--- src/sv/ezml_pkg.sv ---
`timescale 1ns / 1ps

package ezml_pkg;

  // Default coordinate width and the extra bits the decision value needs.
  localparam int COORD_BITS_DEF = 11;
  localparam int DEC_GUARD      = 5;

  // Operation codes on the command channel.
  typedef enum logic {
    OP_LOAD = 1'b0,
    OP_STEP = 1'b1
  } op_t;

  // The eight zones, numbered counterclockwise from the shallow +x zone.
  typedef enum logic [2:0] {
    ZONE0 = 3'd0,
    ZONE1 = 3'd1,
    ZONE2 = 3'd2,
    ZONE3 = 3'd3,
    ZONE4 = 3'd4,
    ZONE5 = 3'd5,
    ZONE6 = 3'd6,
    ZONE7 = 3'd7
  } zone_t;

  // True when x is the main axis of the zone.
  function automatic logic main_is_x(zone_t z);
    logic r;
    unique case (z)
      ZONE0, ZONE3, ZONE4, ZONE7: r = 1'b1;
      default:                    r = 1'b0;
    endcase
    return r;
  endfunction

  // Unit x move for a zone, for the diagonal or the straight step.
  function automatic logic signed [1:0] move_x(zone_t z, logic diag);
    logic signed [1:0] r;
    unique case (z)
      ZONE0, ZONE7: r = 2'sd1;
      ZONE1, ZONE6: r = diag ? 2'sd1 : 2'sd0;
      ZONE2, ZONE5: r = diag ? -2'sd1 : 2'sd0;
      default:      r = -2'sd1;
    endcase
    return r;
  endfunction

  // Unit y move for a zone, for the diagonal or the straight step.
  function automatic logic signed [1:0] move_y(zone_t z, logic diag);
    logic signed [1:0] r;
    unique case (z)
      ZONE1, ZONE2: r = 2'sd1;
      ZONE5, ZONE6: r = -2'sd1;
      ZONE0, ZONE3: r = diag ? 2'sd1 : 2'sd0;
      default:      r = diag ? -2'sd1 : 2'sd0;
    endcase
    return r;
  endfunction

endpackage

--- src/sv/ezml_cmd_if.sv ---
`timescale 1ns / 1ps

interface ezml_cmd_if
  import ezml_pkg::*;
#(
  parameter int COORD_BITS = COORD_BITS_DEF
);

  logic                         valid;
  logic                         ready;
  logic                         operation;
  logic signed [COORD_BITS-1:0] start_x;
  logic signed [COORD_BITS-1:0] start_y;
  logic signed [COORD_BITS-1:0] end_x;
  logic signed [COORD_BITS-1:0] end_y;

  modport source (output valid, operation, start_x, start_y, end_x, end_y, input ready);
  modport sink   (input valid, operation, start_x, start_y, end_x, end_y, output ready);

endinterface

--- src/sv/ezml_pix_if.sv ---
`timescale 1ns / 1ps

interface ezml_pix_if
  import ezml_pkg::*;
#(
  parameter int COORD_BITS = COORD_BITS_DEF
);

  logic                         valid;
  logic                         ready;
  logic signed [COORD_BITS-1:0] pixel_x;
  logic signed [COORD_BITS-1:0] pixel_y;
  logic                         pixel_valid;
  logic                         last_pixel;

  modport source (output valid, pixel_x, pixel_y, pixel_valid, last_pixel, input ready);
  modport sink   (input valid, pixel_x, pixel_y, pixel_valid, last_pixel, output ready);

endinterface

--- src/sv/eight_zone_midpoint_line_raster_core.sv ---
`timescale 1ns / 1ps

// Midpoint line rasterizer for all eight zones.
// The cmd channel carries one command per transfer: a load with two signed
// endpoints, or a step that asks for the next pixel of the current line.
// Every command transfer yields exactly one transfer on the pix channel.
// A load returns the start pixel; a step returns the next pixel, with
// last_pixel set on the pixel where the main axis reaches the end point.
// A step with no line in progress returns pixel_valid low and zero fields.
// A load always restarts the block, dropping any line in progress.
// The result is registered: it is in the output register on the clock
// edge after the command transfer. Throughput is one command per cycle while
// the receiver takes results, set by the single decision update and compare done per step.
// When the receiver stalls, the output register holds its result and cmd
// ready drops; ready returns in the cycle the result is taken, so no bubble
// is inserted. A synchronous reset clears the line in progress and the
// output valid flag; nothing needs to be swept after reset.
module eight_zone_midpoint_line_raster_core
  import ezml_pkg::*;
#(
  parameter int COORD_BITS = COORD_BITS_DEF
) (
  input  logic       clk,
  input  logic       rst,
  ezml_cmd_if.sink   cmd,
  ezml_pix_if.source pix
);

  localparam int DEC_BITS = COORD_BITS + DEC_GUARD;

  typedef logic signed [COORD_BITS-1:0] coord_t;
  typedef logic signed [COORD_BITS:0]   diff_t;
  typedef logic signed [DEC_BITS-1:0]   dec_t;

  // Line state.
  logic   busy, busy_next;
  zone_t  zone, zone_next;
  coord_t cur_x, cur_x_next, cur_y, cur_y_next;
  coord_t stop_x, stop_x_next, stop_y, stop_y_next;
  dec_t   decision, decision_next;
  dec_t   inc_straight, inc_straight_next;
  dec_t   inc_diagonal, inc_diagonal_next;

  // Result payload computed for the current command.
  logic   res_valid, res_last;
  coord_t res_x, res_y;

  logic   fire;

  // Load path signals.
  diff_t  dx, dy, ax, ay;
  dec_t   dxw, dyw;
  zone_t  ld_zone;

  // Step path signals.
  logic   diag;

  assign cmd.ready = !pix.valid || pix.ready;
  assign fire      = cmd.valid && cmd.ready;

  // Segment deltas and their magnitudes for zone sorting.
  always_comb begin
    dx  = diff_t'(cmd.end_x) - diff_t'(cmd.start_x);
    dy  = diff_t'(cmd.end_y) - diff_t'(cmd.start_y);
    ax  = dx[COORD_BITS] ? -dx : dx;
    ay  = dy[COORD_BITS] ? -dy : dy;
    dxw = dec_t'(dx);
    dyw = dec_t'(dy);
  end

  // Zone from the delta signs; ties between the magnitudes follow each zone pair.
  always_comb begin
    unique case ({dx[COORD_BITS], dy[COORD_BITS]})
      2'b00:   ld_zone = (ax >= ay) ? ZONE0 : ZONE1;
      2'b10:   ld_zone = (ax <= ay) ? ZONE2 : ZONE3;
      2'b11:   ld_zone = (ax >= ay) ? ZONE4 : ZONE5;
      default: ld_zone = (ax <= ay) ? ZONE6 : ZONE7;
    endcase
  end

  // Odd zones take the diagonal on a negative decision, even zones otherwise.
  assign diag = zone[0] ? decision[DEC_BITS-1] : !decision[DEC_BITS-1];

  // Next line state and the result for this command.
  always_comb begin
    busy_next         = busy;
    zone_next         = zone;
    cur_x_next        = cur_x;
    cur_y_next        = cur_y;
    stop_x_next       = stop_x;
    stop_y_next       = stop_y;
    decision_next     = decision;
    inc_straight_next = inc_straight;
    inc_diagonal_next = inc_diagonal;
    res_valid         = 1'b0;
    res_last          = 1'b0;
    res_x             = '0;
    res_y             = '0;

    if (op_t'(cmd.operation) == OP_LOAD) begin
      zone_next   = ld_zone;
      cur_x_next  = cmd.start_x;
      cur_y_next  = cmd.start_y;
      stop_x_next = cmd.end_x;
      stop_y_next = cmd.end_y;
      unique case (ld_zone)
        ZONE0: begin
          decision_next     = dec_t'(2 * dyw - dxw);
          inc_straight_next = dec_t'(2 * dyw);
          inc_diagonal_next = dec_t'(2 * (dyw - dxw));
        end
        ZONE1: begin
          decision_next     = dec_t'(dyw - 2 * dxw);
          inc_straight_next = dec_t'(-2 * dxw);
          inc_diagonal_next = dec_t'(2 * (dyw - dxw));
        end
        ZONE2: begin
          decision_next     = dec_t'(-2 * dxw - dyw);
          inc_straight_next = dec_t'(-2 * dxw);
          inc_diagonal_next = dec_t'(-2 * (dyw + dxw));
        end
        ZONE3: begin
          decision_next     = dec_t'(-dxw - 2 * dyw);
          inc_straight_next = dec_t'(-2 * dyw);
          inc_diagonal_next = dec_t'(-2 * (dxw + dyw));
        end
        ZONE4: begin
          decision_next     = dec_t'(dxw - 2 * dyw);
          inc_straight_next = dec_t'(-2 * dyw);
          inc_diagonal_next = dec_t'(2 * (dxw - dyw));
        end
        ZONE5: begin
          decision_next     = dec_t'(2 * dxw - dyw);
          inc_straight_next = dec_t'(2 * dxw);
          inc_diagonal_next = dec_t'(2 * (dxw - dyw));
        end
        ZONE6: begin
          decision_next     = dec_t'(dyw + 2 * dxw);
          inc_straight_next = dec_t'(2 * dxw);
          inc_diagonal_next = dec_t'(2 * (dyw + dxw));
        end
        default: begin
          decision_next     = dec_t'(2 * dyw + dxw);
          inc_straight_next = dec_t'(2 * dyw);
          inc_diagonal_next = dec_t'(2 * (dyw + dxw));
        end
      endcase
      res_last  = main_is_x(ld_zone) ? (cmd.start_x == cmd.end_x)
                                     : (cmd.start_y == cmd.end_y);
      res_valid = 1'b1;
      res_x     = cmd.start_x;
      res_y     = cmd.start_y;
      busy_next = !res_last;
    end else if (busy) begin
      decision_next = decision + (diag ? inc_diagonal : inc_straight);
      cur_x_next    = cur_x + coord_t'(move_x(zone, diag));
      cur_y_next    = cur_y + coord_t'(move_y(zone, diag));
      res_last      = main_is_x(zone) ? (cur_x_next == stop_x) : (cur_y_next == stop_y);
      res_valid     = 1'b1;
      res_x         = cur_x_next;
      res_y         = cur_y_next;
      busy_next     = !res_last;
    end
  end

  // Line state registers; only the control part needs reset.
  always_ff @(posedge clk) begin
    if (rst) begin
      busy <= 1'b0;
      zone <= ZONE0;
    end else if (fire) begin
      busy <= busy_next;
      zone <= zone_next;
    end
  end

  always_ff @(posedge clk) begin
    if (fire) begin
      cur_x        <= cur_x_next;
      cur_y        <= cur_y_next;
      stop_x       <= stop_x_next;
      stop_y       <= stop_y_next;
      decision     <= decision_next;
      inc_straight <= inc_straight_next;
      inc_diagonal <= inc_diagonal_next;
    end
  end

  // Output register: loaded on every command transfer, held while stalled.
  always_ff @(posedge clk) begin
    if (rst) begin
      pix.valid <= 1'b0;
    end else if (fire) begin
      pix.valid <= 1'b1;
    end else if (pix.ready) begin
      pix.valid <= 1'b0;
    end
  end

  always_ff @(posedge clk) begin
    if (fire) begin
      pix.pixel_x     <= res_x;
      pix.pixel_y     <= res_y;
      pix.pixel_valid <= res_valid;
      pix.last_pixel  <= res_last;
    end
  end

endmodule

--- src/flat_wrapper.sv ---
// flat-port wrapper written by rule: the top's interface ports become plain ports
module eight_zone_midpoint_line_raster_core_flat import ezml_pkg::*;
#(
  parameter int COORD_BITS = COORD_BITS_DEF
)
  (clk, rst, cmd_valid, cmd_operation, cmd_start_x, cmd_start_y, cmd_end_x, cmd_end_y, cmd_ready, pix_valid, pix_pixel_x, pix_pixel_y, pix_pixel_valid, pix_last_pixel, pix_ready);
  ezml_cmd_if #(.COORD_BITS(COORD_BITS)) cmd_i ();
  ezml_pix_if #(.COORD_BITS(COORD_BITS)) pix_i ();
  input  logic clk;
  input  logic rst;
  input wire logic [$bits(cmd_i.valid)-1:0] cmd_valid;
  input wire logic [$bits(cmd_i.operation)-1:0] cmd_operation;
  input wire logic [$bits(cmd_i.start_x)-1:0] cmd_start_x;
  input wire logic [$bits(cmd_i.start_y)-1:0] cmd_start_y;
  input wire logic [$bits(cmd_i.end_x)-1:0] cmd_end_x;
  input wire logic [$bits(cmd_i.end_y)-1:0] cmd_end_y;
  output wire logic [$bits(cmd_i.ready)-1:0] cmd_ready;
  output wire logic [$bits(pix_i.valid)-1:0] pix_valid;
  output wire logic [$bits(pix_i.pixel_x)-1:0] pix_pixel_x;
  output wire logic [$bits(pix_i.pixel_y)-1:0] pix_pixel_y;
  output wire logic [$bits(pix_i.pixel_valid)-1:0] pix_pixel_valid;
  output wire logic [$bits(pix_i.last_pixel)-1:0] pix_last_pixel;
  input wire logic [$bits(pix_i.ready)-1:0] pix_ready;
  assign cmd_i.valid = cmd_valid;
  assign cmd_i.operation = cmd_operation;
  assign cmd_i.start_x = cmd_start_x;
  assign cmd_i.start_y = cmd_start_y;
  assign cmd_i.end_x = cmd_end_x;
  assign cmd_i.end_y = cmd_end_y;
  assign cmd_ready = cmd_i.ready;
  assign pix_valid = pix_i.valid;
  assign pix_pixel_x = pix_i.pixel_x;
  assign pix_pixel_y = pix_i.pixel_y;
  assign pix_pixel_valid = pix_i.pixel_valid;
  assign pix_last_pixel = pix_i.last_pixel;
  assign pix_i.ready = pix_ready;
  eight_zone_midpoint_line_raster_core #(.COORD_BITS(COORD_BITS)) u_core (.clk(clk), .rst(rst), .cmd(cmd_i), .pix(pix_i));
endmodule
--- config.mk ---
export PLATFORM = sky130hd
export DESIGN_NAME = eight_zone_midpoint_line_raster_core_flat
export DESIGN_NICKNAME = d
export VERILOG_FILES = /design/src/sv/ezml_pkg.sv /design/src/sv/ezml_cmd_if.sv /design/src/sv/ezml_pix_if.sv /design/src/sv/eight_zone_midpoint_line_raster_core.sv /design/src/flat_wrapper.sv
export SDC_FILE = /design/constraint.sdc
export NUM_CORES = 1
export LEC_CHECK = 0
export BUFFER_PORTS_ARGS = -buffer_cell sky130_fd_sc_hd__buf_2
export CELL_PAD_IN_SITES_DETAIL_PLACEMENT = 1
export CELL_PAD_IN_SITES_GLOBAL_PLACEMENT = 1
export CORE_MARGIN = 5
export CORE_UTILIZATION = 28
export DETAILED_ROUTE_END_ITERATION = 10
export PLACE_DENSITY = 0.6
export SLEW_MARGIN = 10
export SYNTH_ARGS = -nofsm -noshare
export SYNTH_HDL_FRONTEND = slang
export SYNTH_SLANG_ARGS = --single-unit
--- constraint.sdc ---
create_clock -name clk -period 9.95 [get_ports clk]
set_input_delay 1.99 -clock clk [delete_from_list [all_inputs] [get_ports clk]]
set_output_delay 1.99 -clock clk [all_outputs]
set_load 0.05 [all_outputs]
Yosys cells after proc, flatten, opt, wreduce, memory -nomap -nowiden
Cells that the tools add are included.
{ "op_classes": {"addsub": 22, "magnitude_cmp": 2, "eq_ne": 21, "muxes": 44, "bitwise": 1, "n_reduce_logical": 26} }
{ "ops": {"columns": ["cell", "n"], "rows": [
  ["16-bit case mux with 7 select lines", 1],
  ["16-bit case mux with 3 select lines", 2],
  ["11-bit two-way mux", 8],
  ["16-bit two-way mux", 3],
  ["11-bit equality test", 4],
  ["12-bit negation with 15-bit output", 2],
  ["12-bit by 13-bit subtractor with 14-bit output", 2],
  ["13-bit by 12-bit subtractor with 14-bit output", 2],
  ["12-bit by 12-bit subtractor with 13-bit output", 2],
  ["3-bit equality test (second input constant)", 8],
  ["12-bit two-way mux", 2],
  ["12-bit negation", 2],
  ["2-bit OR reduction", 12],
  ["11-bit by 11-bit subtractor with 12-bit output", 2],
  ["11-bit by 2-bit adder with 11-bit output", 2],
  ["1-bit two-way mux", 20],
  ["16-bit adder", 1],
  ["12-bit negation with 16-bit output", 1],
  ["16-bit by 12-bit subtractor with 16-bit output", 1],
  ["16-bit by 13-bit subtractor with 16-bit output", 1],
  ["15-bit negation", 1],
  ["12-bit by 13-bit adder with 14-bit output", 1],
  ["13-bit by 12-bit adder with 14-bit output", 1],
  ["12-bit by 12-bit adder with 13-bit output", 1],
  ["18 further kinds", 34]
]} }
{ "totals": {"regBits": 121, "inputBits": 49, "out_inout_bits": 26, "wordCells": 130} }

Longest topological paths before layout
Gate-level depths: netlist of the first run.
{ "logic_depth": {"ltp_word": 13, "ltp_mapped": 32, "depth_no_buf": 32} }

Least setup slack after synthesis of the first run
OpenSTA, ideal clock, no wires.
{ "synth_path": {"path_type": "input to register", "startpoint": "in cmd_end_x[0]", "endpoint": "reg u_core.decision[11], data pin", "setup_ns": 0.264, "arrival_ns": 8.023, "t_required_ns": 9.686, "path_slack_ns": 1.664, "cell_stages": 27, "path_buffers": 2, "path_cell_list": "inv_1 -> ha_1 -> fa_1 -> xor2_1 -> inv_1 -> nor3_1 -> and3_1 -> nor4b_2 -> and3_1 -> ha_1 -> ha_1 -> nand4_1 -> nor2_1 -> a211oi_1 -> mux2i_1 -> o31ai_1 -> nor2_1 -> inv_1 -> ha_1 -> clkbuf_1 -> nor2_1 -> nor2_1 -> or4_4 -> buf_6 -> nor2_1 -> a22o_1 -> a31oi_1"} }
{ "synth_via": {"elab_chain_len": 9, "elab_cells_between_ends": 32, "cone_classes": "12 x add/sub; 2 x order compare; 8 x eq/ne; 8 x mux; 2 x reduce/logical"} }
{ "synth_rtl": {"columns": ["element", "line", "text"], "rows": [
  ["start, declared", "flat_wrapper.sv:15", "input wire logic [$bits(cmd_i.end_x)-1:0] cmd_end_x;"],
  ["11-bit by 11-bit subtractor with 12-bit output (*)", "eight_zone_midpoint_line_raster_core.sv:63", "dx = diff_t'(cmd.end_x) - diff_t'(cmd.start_x);"],
  ["12-bit negation", "eight_zone_midpoint_line_raster_core.sv:65", "ax = dx[COORD_BITS] ? -dx : dx;"],
  ["12-bit two-way mux", "eight_zone_midpoint_line_raster_core.sv:65", null],
  ["12-bit <= comparator / 12-bit greater-or-equal comparator (equally long branches)", null, null],
  ["1-bit two-way mux, on equally long branches", null, null],
  ["3-bit case mux with 3 select lines (*)", "eight_zone_midpoint_line_raster_core.sv:73", "unique case ({dx[COORD_BITS], dy[COORD_BITS]})"],
  ["net u_core.ld_zone[0]", "eight_zone_midpoint_line_raster_core.sv:53", "zone_t ld_zone;"],
  ["3-bit equality test (tied with other cells)", "eight_zone_midpoint_line_raster_core.sv:106", "unique case (ld_zone)"],
  ["16-bit case mux with 7 select lines (*)", "eight_zone_midpoint_line_raster_core.sv:106", null],
  ["16-bit two-way mux (*)", "eight_zone_midpoint_line_raster_core.sv:100", "if (op_t'(cmd.operation) == OP_LOAD) begin"],
  ["net u_core.decision_next[11]", "eight_zone_midpoint_line_raster_core.sv:40", "dec_t decision, decision_next;"],
  ["end signal, assigned", "eight_zone_midpoint_line_raster_core.sv:183", "decision <= decision_next;"],
  ["end, declared", "eight_zone_midpoint_line_raster_core.sv:40", null]
]} }
The timed path passes the listed nets; every way through them passes the cells marked *.
A chain may end at the register's enable or synchronous reset.

Worst setup path in the final report of the first run
{ "layout_path": {"startpoint": "in cmd_end_y[0]", "endpoint": "reg u_core.decision[15], data pin"} }
{ "layout_via": {"elab_chain_len": 9, "elab_cells_between_ends": 30, "cone_classes": "10 x add/sub; 2 x order compare; 8 x eq/ne; 8 x mux; 2 x reduce/logical"} }
{ "layout_rtl": {"columns": ["element", "line", "text"], "rows": [
  ["start, declared", "flat_wrapper.sv:16", "input wire logic [$bits(cmd_i.end_y)-1:0] cmd_end_y;"],
  ["11-bit by 11-bit subtractor with 12-bit output (*)", "eight_zone_midpoint_line_raster_core.sv:64", "dy = diff_t'(cmd.end_y) - diff_t'(cmd.start_y);"],
  ["12-bit negation", "eight_zone_midpoint_line_raster_core.sv:66", "ay = dy[COORD_BITS] ? -dy : dy;"],
  ["12-bit two-way mux", "eight_zone_midpoint_line_raster_core.sv:66", null],
  ["12-bit <= comparator / 12-bit greater-or-equal comparator (equally long branches)", null, null],
  ["1-bit two-way mux, on equally long branches", null, null],
  ["3-bit case mux with 3 select lines (*)", "eight_zone_midpoint_line_raster_core.sv:73", null],
  ["net u_core.ld_zone[0]", "eight_zone_midpoint_line_raster_core.sv:53", null],
  ["3-bit equality test (tied with other cells)", "eight_zone_midpoint_line_raster_core.sv:106", null],
  ["16-bit case mux with 7 select lines (*)", "eight_zone_midpoint_line_raster_core.sv:106", null],
  ["16-bit two-way mux (*)", "eight_zone_midpoint_line_raster_core.sv:100", null],
  ["net u_core.decision_next[15]", "eight_zone_midpoint_line_raster_core.sv:40", null]
]} }
Marks and branches as above.

==> impl_metrics.py, run 1 <==
metrics = {
    "cells_and_area": {
        "multi_input_area_um2": 11400,
        "n_antenna_cell": 0,
        "design_area_um2": 17700,
        "nNetsFinal": 2225,
        "layout-drive-gt1-share_pct": 11.0,
        "final_cells": 2705,
        "regArea_um2": 3490,
        "fill_cells": 6609,
        "area_growth_pct": 12.9,
    },
    "die": {
        "die_area_um2": 60800,
        "io_pins": 75,
        "core_um2": 55300,
        "start_util_pct": 28.3,
        "fp.dieH_um": 247,
        "rows": 86,
        "die_w_um": 247,
    },
    "worst_setup_path": {
        "regToRegSetupSlack_ps": 5140,
        "cp-startpoint": "cmd_end_y[0]",
        "r2r_cells": 13,
        "startpoint_type": "input pin",
        "critPathRequiredTime_ps": 10140,
        "arrival_ps": 9170,
        "cp_slowest_stage_delay_ps": 720,
        "cp_max_fo": 11,
        "endpoint_kind": "flip-flop",
        "timing.rr.end": "u_core.busy$_SDFFE_PP0P_",
        "crit_type": "input pin to flip-flop",
        "slowest_stage": "a2111oi_0",
        "cpMostUsedCell": "ha_1",
        "rr_startpoint": "u_core.decision[15]$_DFFE_PP_",
    },
    "sta": {
        "finalSetupTns_ps": 0,
        "hold_viol": 0,
        "clock_skew_ps": 9.33,
        "relSlewSlack_pct": 29.9,
        "clock.fmax_mhz": 111,
        "min_period_ps": 8990,
        "worst_pin_slew_ps": 1050,
        "setup_viol": 0,
        "fin_crit_sh_pct": 90.3,
        "drv_slew": 0,
        "rsz0062_at_grt": "no",
    },
    "clock_tree": {
        "cts_tree": "done",
        "clk_latency_ps": 430,
        "cts.sinks": 118,
        "clockBufferDepth": 2,
        "cts.clk_slew.worst_paths_ps": 60,
        "root_buffer": "clkbuf_16",
        "cts.repair.resized": 0,
        "cts_buffers": 17,
        "cts_hold_buf": 0,
        "cts_setup_buffers": 0,
        "htree_levels": 4,
    },
    "route": {
        "viasPerCell": 5.58,
        "drc": 0,
        "ant_nets": 0,
        "vias": 15081,
        "first_iter_violations": 1140,
        "post_drt_wl_per_cell_um": 24.5,
        "dr.pass1.iters": 5,
        "finalWirelength_um": 66300,
    },
    "synth": {
        "ys_seq_elements": 118,
        "synth.avg_cell_area_um2": 8.41,
        "netlist_area_um2": 15700,
        "synth_ff_type": "edfxtp_1",
        "synth_cell_types": 94,
        "ys_warn_count": 0,
        "synthCells": 1864,
        "synth-edff-count": 113,
        "async_reset_ff_share_pct": 0,
        "syn_nets": 2145,
        "yosysSeqAreaShare_pct": 22.3,
    },
    "worst_hold_path": {
        "hold_end": "u_core.pix.valid$_SDFFE_PP0P_",
        "hold_class": "flip-flop to flip-flop",
        "hold-path-cell-count": 2,
        "min_from": "u_core.pix.valid$_SDFFE_PP0P_",
    },
    "placed_design": {
        "place_hpwl_um": 53200,
        "globalplace.congestion": 1.01,
        "port_buffers": 74,
        "dpl.cell_count": 2673,
        "placed_area_um2": 17100,
    },
    "global_routing": {
        "grt_pass1_vias": 15691,
        "grt_overflow": 0,
        "grt_max_degree": 43,
        "grtUsageTotal_pct": 21.2,
        "grt_pass1_wl_um": 98200,
        "grt_antenna_before_repair": 0,
    },
    "power": {
        "p_leak_nw": 7.26,
        "ir_worst_vdd_mv": 0.133,
        "powerDensity_nw_per_um2": 284,
        "p_total_w": 0.00503,
    },
    "job": {
        "max_cap_violations": 0,
    },
    "outcome": {
        "status": "finished, final reports clean",
    },
}
==> cells by family (layout without fill, tap and decap cells) <==
| logic type | Yosys count | count (layout) | share of synthesized area (%) |
|---|---|---|---|
| buffers and inverters | 197 | 290 | 4.79 |
| AO/OA/AOI/OAI | 569 | 569 | 24.3 |
| adder cells (fa/ha/maj) | 232 | 232 | 19.2 |
| XOR/XNOR | 175 | 175 | 10.1 |
| flip-flops | 118 | 118 | 22.3 |
| AND/OR/NAND/NOR | 548 | 548 | 17.5 |
| multiplexers | 25 | 25 | 1.73 |
==> registers in the layout (all words and copies together), names as in the netlist <==
name,flops
u_core.stop_x,11
u_core.pix.valid,1
u_core.pix.pixel_y,11
u_core.pix.last_pixel,1
u_core.pix.pixel_x,11
u_core.busy,1
u_core.pix.pixel_valid,1
u_core.cur_y,11
u_core.zone,3
u_core.inc_diagonal,15
u_core.inc_straight,15
u_core.cur_x,11
u_core.decision,15
u_core.stop_y,11
==> power by group <==
part | total (W) | switching [W] | internal (W)
Sequential | 0.000729 | 0.0000412 | 0.000688
Combinational | 0.00370 | 0.00237 | 0.00132
Clock | 0.000610 | 0.000224 | 0.000386
==> layout make-up <==
class	instances	share of cell area (%)
Sequential cell	118	19.7
Clock buffer	19	2.45
Tap cell	748	5.29
Multi-Input combinational cell	1549	64.7
Clock inverter	13	0.778
Inverter	133	2.82
Timing Repair Buffer	125	4.26
==> routing by layer <==
layer / vias up / track usage [%] / routed length (um)
met4: 0 / 6.32 / 2010
met5: - / 0 / 0
met1: 7528 / 27.2 / 29100
met2: 444 / 37.4 / 32100
li1: 7016 / - / -
met3: 93 / 2.50 / 3110
==> worst max path at each step <==
stage	endpoint	slack [ps]	cells past startpoint
detailed placement	u_core.decision[15]$_DFFE_PP_	730	29
finish	u_core.decision[15]$_DFFE_PP_	960	28
floorplan	u_core.decision[11]$_DFFE_PP_	1660	27
global placement	u_core.decision[5]$_DFFE_PP_	890	29
CTS	u_core.decision[15]$_DFFE_PP_	1160	28
global route	u_core.decision[5]$_DFFE_PP_	460	27
==> stage by stage <==
step / hold WS (ps) / worst slack (ps) / utilization [%]
global placement: 503 / 887 / 31.0
floorplan: 495 / 1660 / -
global route: 568 / 462 / 32.0
finish: 535 / 964 / 32.0
detailed placement: 532 / 729 / 31.0
CTS: 541 / 1160 / 32.0
==> critical path, delay by kind of cell <==
family / cells / cell delay (ps)
AO/OA/AOI/OAI: 7 / 2350
AND/OR/NAND/NOR: 11 / 2150
adder cells (fa/ha/maj): 5 / 1840
multiplexers: 1 / 440
buffers and inverters: 3 / 260
XOR/XNOR: 1 / 120
==> cell usage in the layout (no fill, tap or decap), types with 10 or more instances in the layout <==
cell and n:
a211oi_1 18, a21o_1 29, a21oi_1 162, a221oi_1 13, a22oi_1 15, a31oi_1 20, and2_1 31, and3_1 19
buf_2 74, buf_4 51, clkbuf_16 17, clkinv_1 11, edfxtp_1 113, fa_1 15, ha_1 217, inv_1 125
mux2_2 17, nand2_1 119, nand2b_1 21, nand3_1 45, nand4_1 12, nor2_1 145, nor2b_1 21, nor3_1 57
nor4_1 12, o211ai_1 12, o21a_1 17, o21ai_0 105, o21bai_1 27, o22ai_1 20, o31ai_1 14, or2_2 10
or3_1 14, xnor2_1 122, xor2_1 48
==> cell usage after synthesis (7+ instances only) <==
cell | count | share of area [%]
o22ai_1 | 20 | 0.80
a31o_2 | 7 | 0.39
o211ai_1 | 12 | 0.57
o41ai_1 | 8 | 0.45
and3_1 | 19 | 0.76
a21o_1 | 29 | 1.4
a221oi_1 | 13 | 0.73
mux2_2 | 17 | 1.2
and2_1 | 31 | 1.2
o21ai_0 | 105 | 3.4
nand2b_1 | 21 | 0.84
a32oi_1 | 7 | 0.39
a2111oi_0 | 8 | 0.45
nor3b_1 | 7 | 0.34
nor3_1 | 57 | 1.8
o31ai_1 | 14 | 0.67
clkbuf_1 | 57 | 1.4
a21oi_1 | 162 | 5.2
or2_2 | 10 | 0.40
a31oi_1 | 20 | 0.80
a22oi_1 | 15 | 0.72
mux2i_1 | 8 | 0.51
or3_1 | 14 | 0.56
nand4_1 | 12 | 0.48
nor4_1 | 12 | 0.48
a211oi_1 | 18 | 0.86
o2111ai_1 | 7 | 0.39
xor2_1 | 48 | 2.7
o21bai_1 | 27 | 1.3
nor2_1 | 148 | 3.5
inv_1 | 125 | 3.0
edfxtp_1 | 113 | 22
o221ai_1 | 7 | 0.39
clkinv_1 | 7 | 0.17
nor2b_1 | 21 | 0.84
or4_1 | 7 | 0.34
o21a_1 | 17 | 0.81
nand2_1 | 119 | 2.9
nand3_1 | 45 | 1.4
xnor2_1 | 122 | 6.8
fa_1 | 15 | 1.9
ha_1 | 217 | 17
Power figures use the tool's default switching activity.
==> run 2: changes to the inputs <==
--- a/config.mk
+++ b/config.mk
@@ -6,12 +6,12 @@
 export NUM_CORES = 1
 export LEC_CHECK = 0
 export BUFFER_PORTS_ARGS = -buffer_cell sky130_fd_sc_hd__buf_2
-export CELL_PAD_IN_SITES_DETAIL_PLACEMENT = 1
-export CELL_PAD_IN_SITES_GLOBAL_PLACEMENT = 1
+export CELL_PAD_IN_SITES_DETAIL_PLACEMENT = 2
+export CELL_PAD_IN_SITES_GLOBAL_PLACEMENT = 2
 export CORE_MARGIN = 5
 export CORE_UTILIZATION = 28
 export DETAILED_ROUTE_END_ITERATION = 10
-export PLACE_DENSITY = 0.6
+export PLACE_DENSITY = 0.7
 export SLEW_MARGIN = 10
 export SYNTH_ARGS = -nofsm -noshare
 export SYNTH_HDL_FRONTEND = slang
==> run 2 against run 1 <==
Effect of this change:
- die area unchanged
- clock skew grew 4.0 ps
- highest routed layer unchanged
- critical endpoint unchanged
- count of clock-buffer cells in the layout is 2 lower
==> impl_metrics.py, run 2 (synthesis results as in run 1) <==
metrics = {
    "outcome": {
        "status": "finished, final reports clean",
    },
    "worst_setup_path": {
        "cp_max_fo": 11,
        "startpoint_type": "input pin",
        "arrival_ps": 9570,
        "r2r_cells": 14,
        "cp_slowest_stage_delay_ps": 710,
        "slowest_stage": "a2111oi_0",
        "regToRegSetupSlack_ps": 5010,
        "crit_type": "input pin to flip-flop",
        "timing.rr.end": "u_core.busy$_SDFFE_PP0P_",
        "endpoint_kind": "flip-flop",
        "rr_startpoint": "u_core.decision[15]$_DFFE_PP_",
        "critPathRequiredTime_ps": 10160,
    },
    "route": {
        "viasPerCell": 5.65,
        "dr.pass1.iters": 7,
        "finalWirelength_um": 71600,
        "ant_nets": 0,
        "first_iter_violations": 903,
        "post_drt_wl_per_cell_um": 26.5,
        "drc": 0,
        "vias": 15301,
    },
    "job": {
        "max_cap_violations": 0,
    },
    "cells_and_area": {
        "reg.largest.list": "u_core.decision x15, u_core.inc_diagonal x15, u_core.inc_straight x15",
        "nNetsFinal": 2226,
        "mostFrequentLayoutCell": "ha_1",
        "area_growth_pct": 13.0,
        "fill_cells": 6322,
        "final_cell_mix": "ha_1 (217), a21oi_1 (162), nor2_1 (145)",
        "design_area_um2": 17700,
        "postLayoutCoreUtil_pct": 32.0,
        "layout-drive-gt1-share_pct": 11.3,
        "n_antenna_cell": 0,
    },
    "die": {
        "die_w_um": 247,
        "die_area_um2": 60800,
        "io_pins": 75,
        "core_um2": 55300,
        "rows": 86,
        "fp.dieH_um": 247,
        "start_util_pct": 28.3,
    },
    "clock_tree": {
        "cts_buffers": 17,
        "cts_hold_buf": 0,
        "htree_levels": 4,
        "clockBufferDepth": 2,
        "cts.repair.resized": 0,
        "cts_tree": "done",
        "clk_latency_ps": 450,
        "cts.clk_slew.worst_paths_ps": 70,
        "root_buffer": "clkbuf_16",
        "cts_setup_buffers": 0,
        "cts.sinks": 118,
    },
    "global_routing": {
        "grt_antenna_before_repair": 0,
        "grtUsageTotal_pct": 23.0,
        "grt_pass1_wl_um": 106000,
        "grt_overflow": 0,
        "grt_max_degree": 44,
        "grt_pass1_vias": 16497,
    },
    "placed_design": {
        "place_hpwl_um": 57600,
        "port_buffers": 74,
        "globalplace.congestion": 0.994,
        "placed_area_um2": 17100,
    },
    "power": {
        "power_frac_clock_pct": 12.2,
        "pwr-share-seq_pct": 14.4,
        "switching_power_w": 0.00274,
        "swShare_pct": 53.6,
        "p_leak_nw": 7.25,
        "ir_worst_vdd_mv": 0.145,
        "internal_power_w": 0.00238,
        "power_frac_comb_pct": 73.4,
        "p_total_w": 0.00513,
        "powerDensity_nw_per_um2": 289,
    },
    "sta": {
        "worst_pin_slew_ps": 1070,
        "relSlewSlack_pct": 26.9,
        "hold_slack_ps": 534,
        "hold_viol": 0,
        "drv_slew": 0,
        "rsz0062_at_grt": "no",
        "setup_viol": 0,
        "min_period_ps": 9360,
        "clock.fmax_mhz": 107,
        "clock_skew_ps": 13.3,
        "finalSetupTns_ps": 0,
        "fin_crit_sh_pct": 94.1,
    },
    "worst_hold_path": {
        "min_from": "u_core.pix.valid$_SDFFE_PP0P_",
        "hold-path-cell-count": 2,
        "hold_end": "u_core.pix.valid$_SDFFE_PP0P_",
        "hold_class": "flip-flop to flip-flop",
    },
}
## run 2: stage by stage
step | setup WS, ps | cells
global placement | 543 | 2674
finish | 586 | 2706
floorplan | 1660 | 1864
global route | 156 | 2706
detailed placement | 220 | 2674
CTS | 657 | 2706
## run 2: layout make-up
class / count / area [um2] / share of cell area (%)
Multi-Input combinational cell: 1549 / 11400 / 64.6
Clock buffer: 17 / 425 / 2.40
Inverter: 133 / 499 / 2.82
Tap cell: 748 / 936 / 5.28
Sequential cell: 118 / 3490 / 19.7
Timing Repair Buffer: 126 / 761 / 4.29
Clock inverter: 15 / 155 / 0.876
## run 2: metal layers
layer  share of wire [%]  track usage (%)
met1                  44             29.0
met2                  49             41.3
met3                 3.7             2.59
met4                 2.8             6.55
met5                   0                0
## run 2: worst max path at each step
stage / cells past startpoint / start / to
after global routing: 30 / cmd_end_y[0] / u_core.decision[15]$_DFFE_PP_
after CTS: 31 / cmd_end_y[0] / u_core.decision[15]$_DFFE_PP_
after floorplan: 27 / cmd_end_x[0] / u_core.decision[11]$_DFFE_PP_
after detailed placement: 31 / cmd_end_y[0] / u_core.decision[15]$_DFFE_PP_
after global placement: 31 / cmd_end_y[0] / u_core.decision[15]$_DFFE_PP_
final: 30 / cmd_end_y[0] / u_core.decision[15]$_DFFE_PP_
## run 2: worst max-delay path: cells and delay by family
kind	cells	cell delay (ps)
XOR/XNOR	1	270
AND/OR/NAND/NOR	8	1440
adder cells (fa/ha/maj)	4	1330
buffers and inverters	5	1020
AO/OA/AOI/OAI	11	3110
multiplexers	1	400
## run 2: power groups by stage
stage,registers (W),clock network [W],logic [W]
global placement,0.000744,0,0.00357
finish,0.000738,0.000626,0.00376
detailed placement,0.000748,0,0.00367
CTS,0.000738,0.000635,0.00371
floorplan,0.000750,0,0.00240
global route,0.000741,0.000657,0.00402
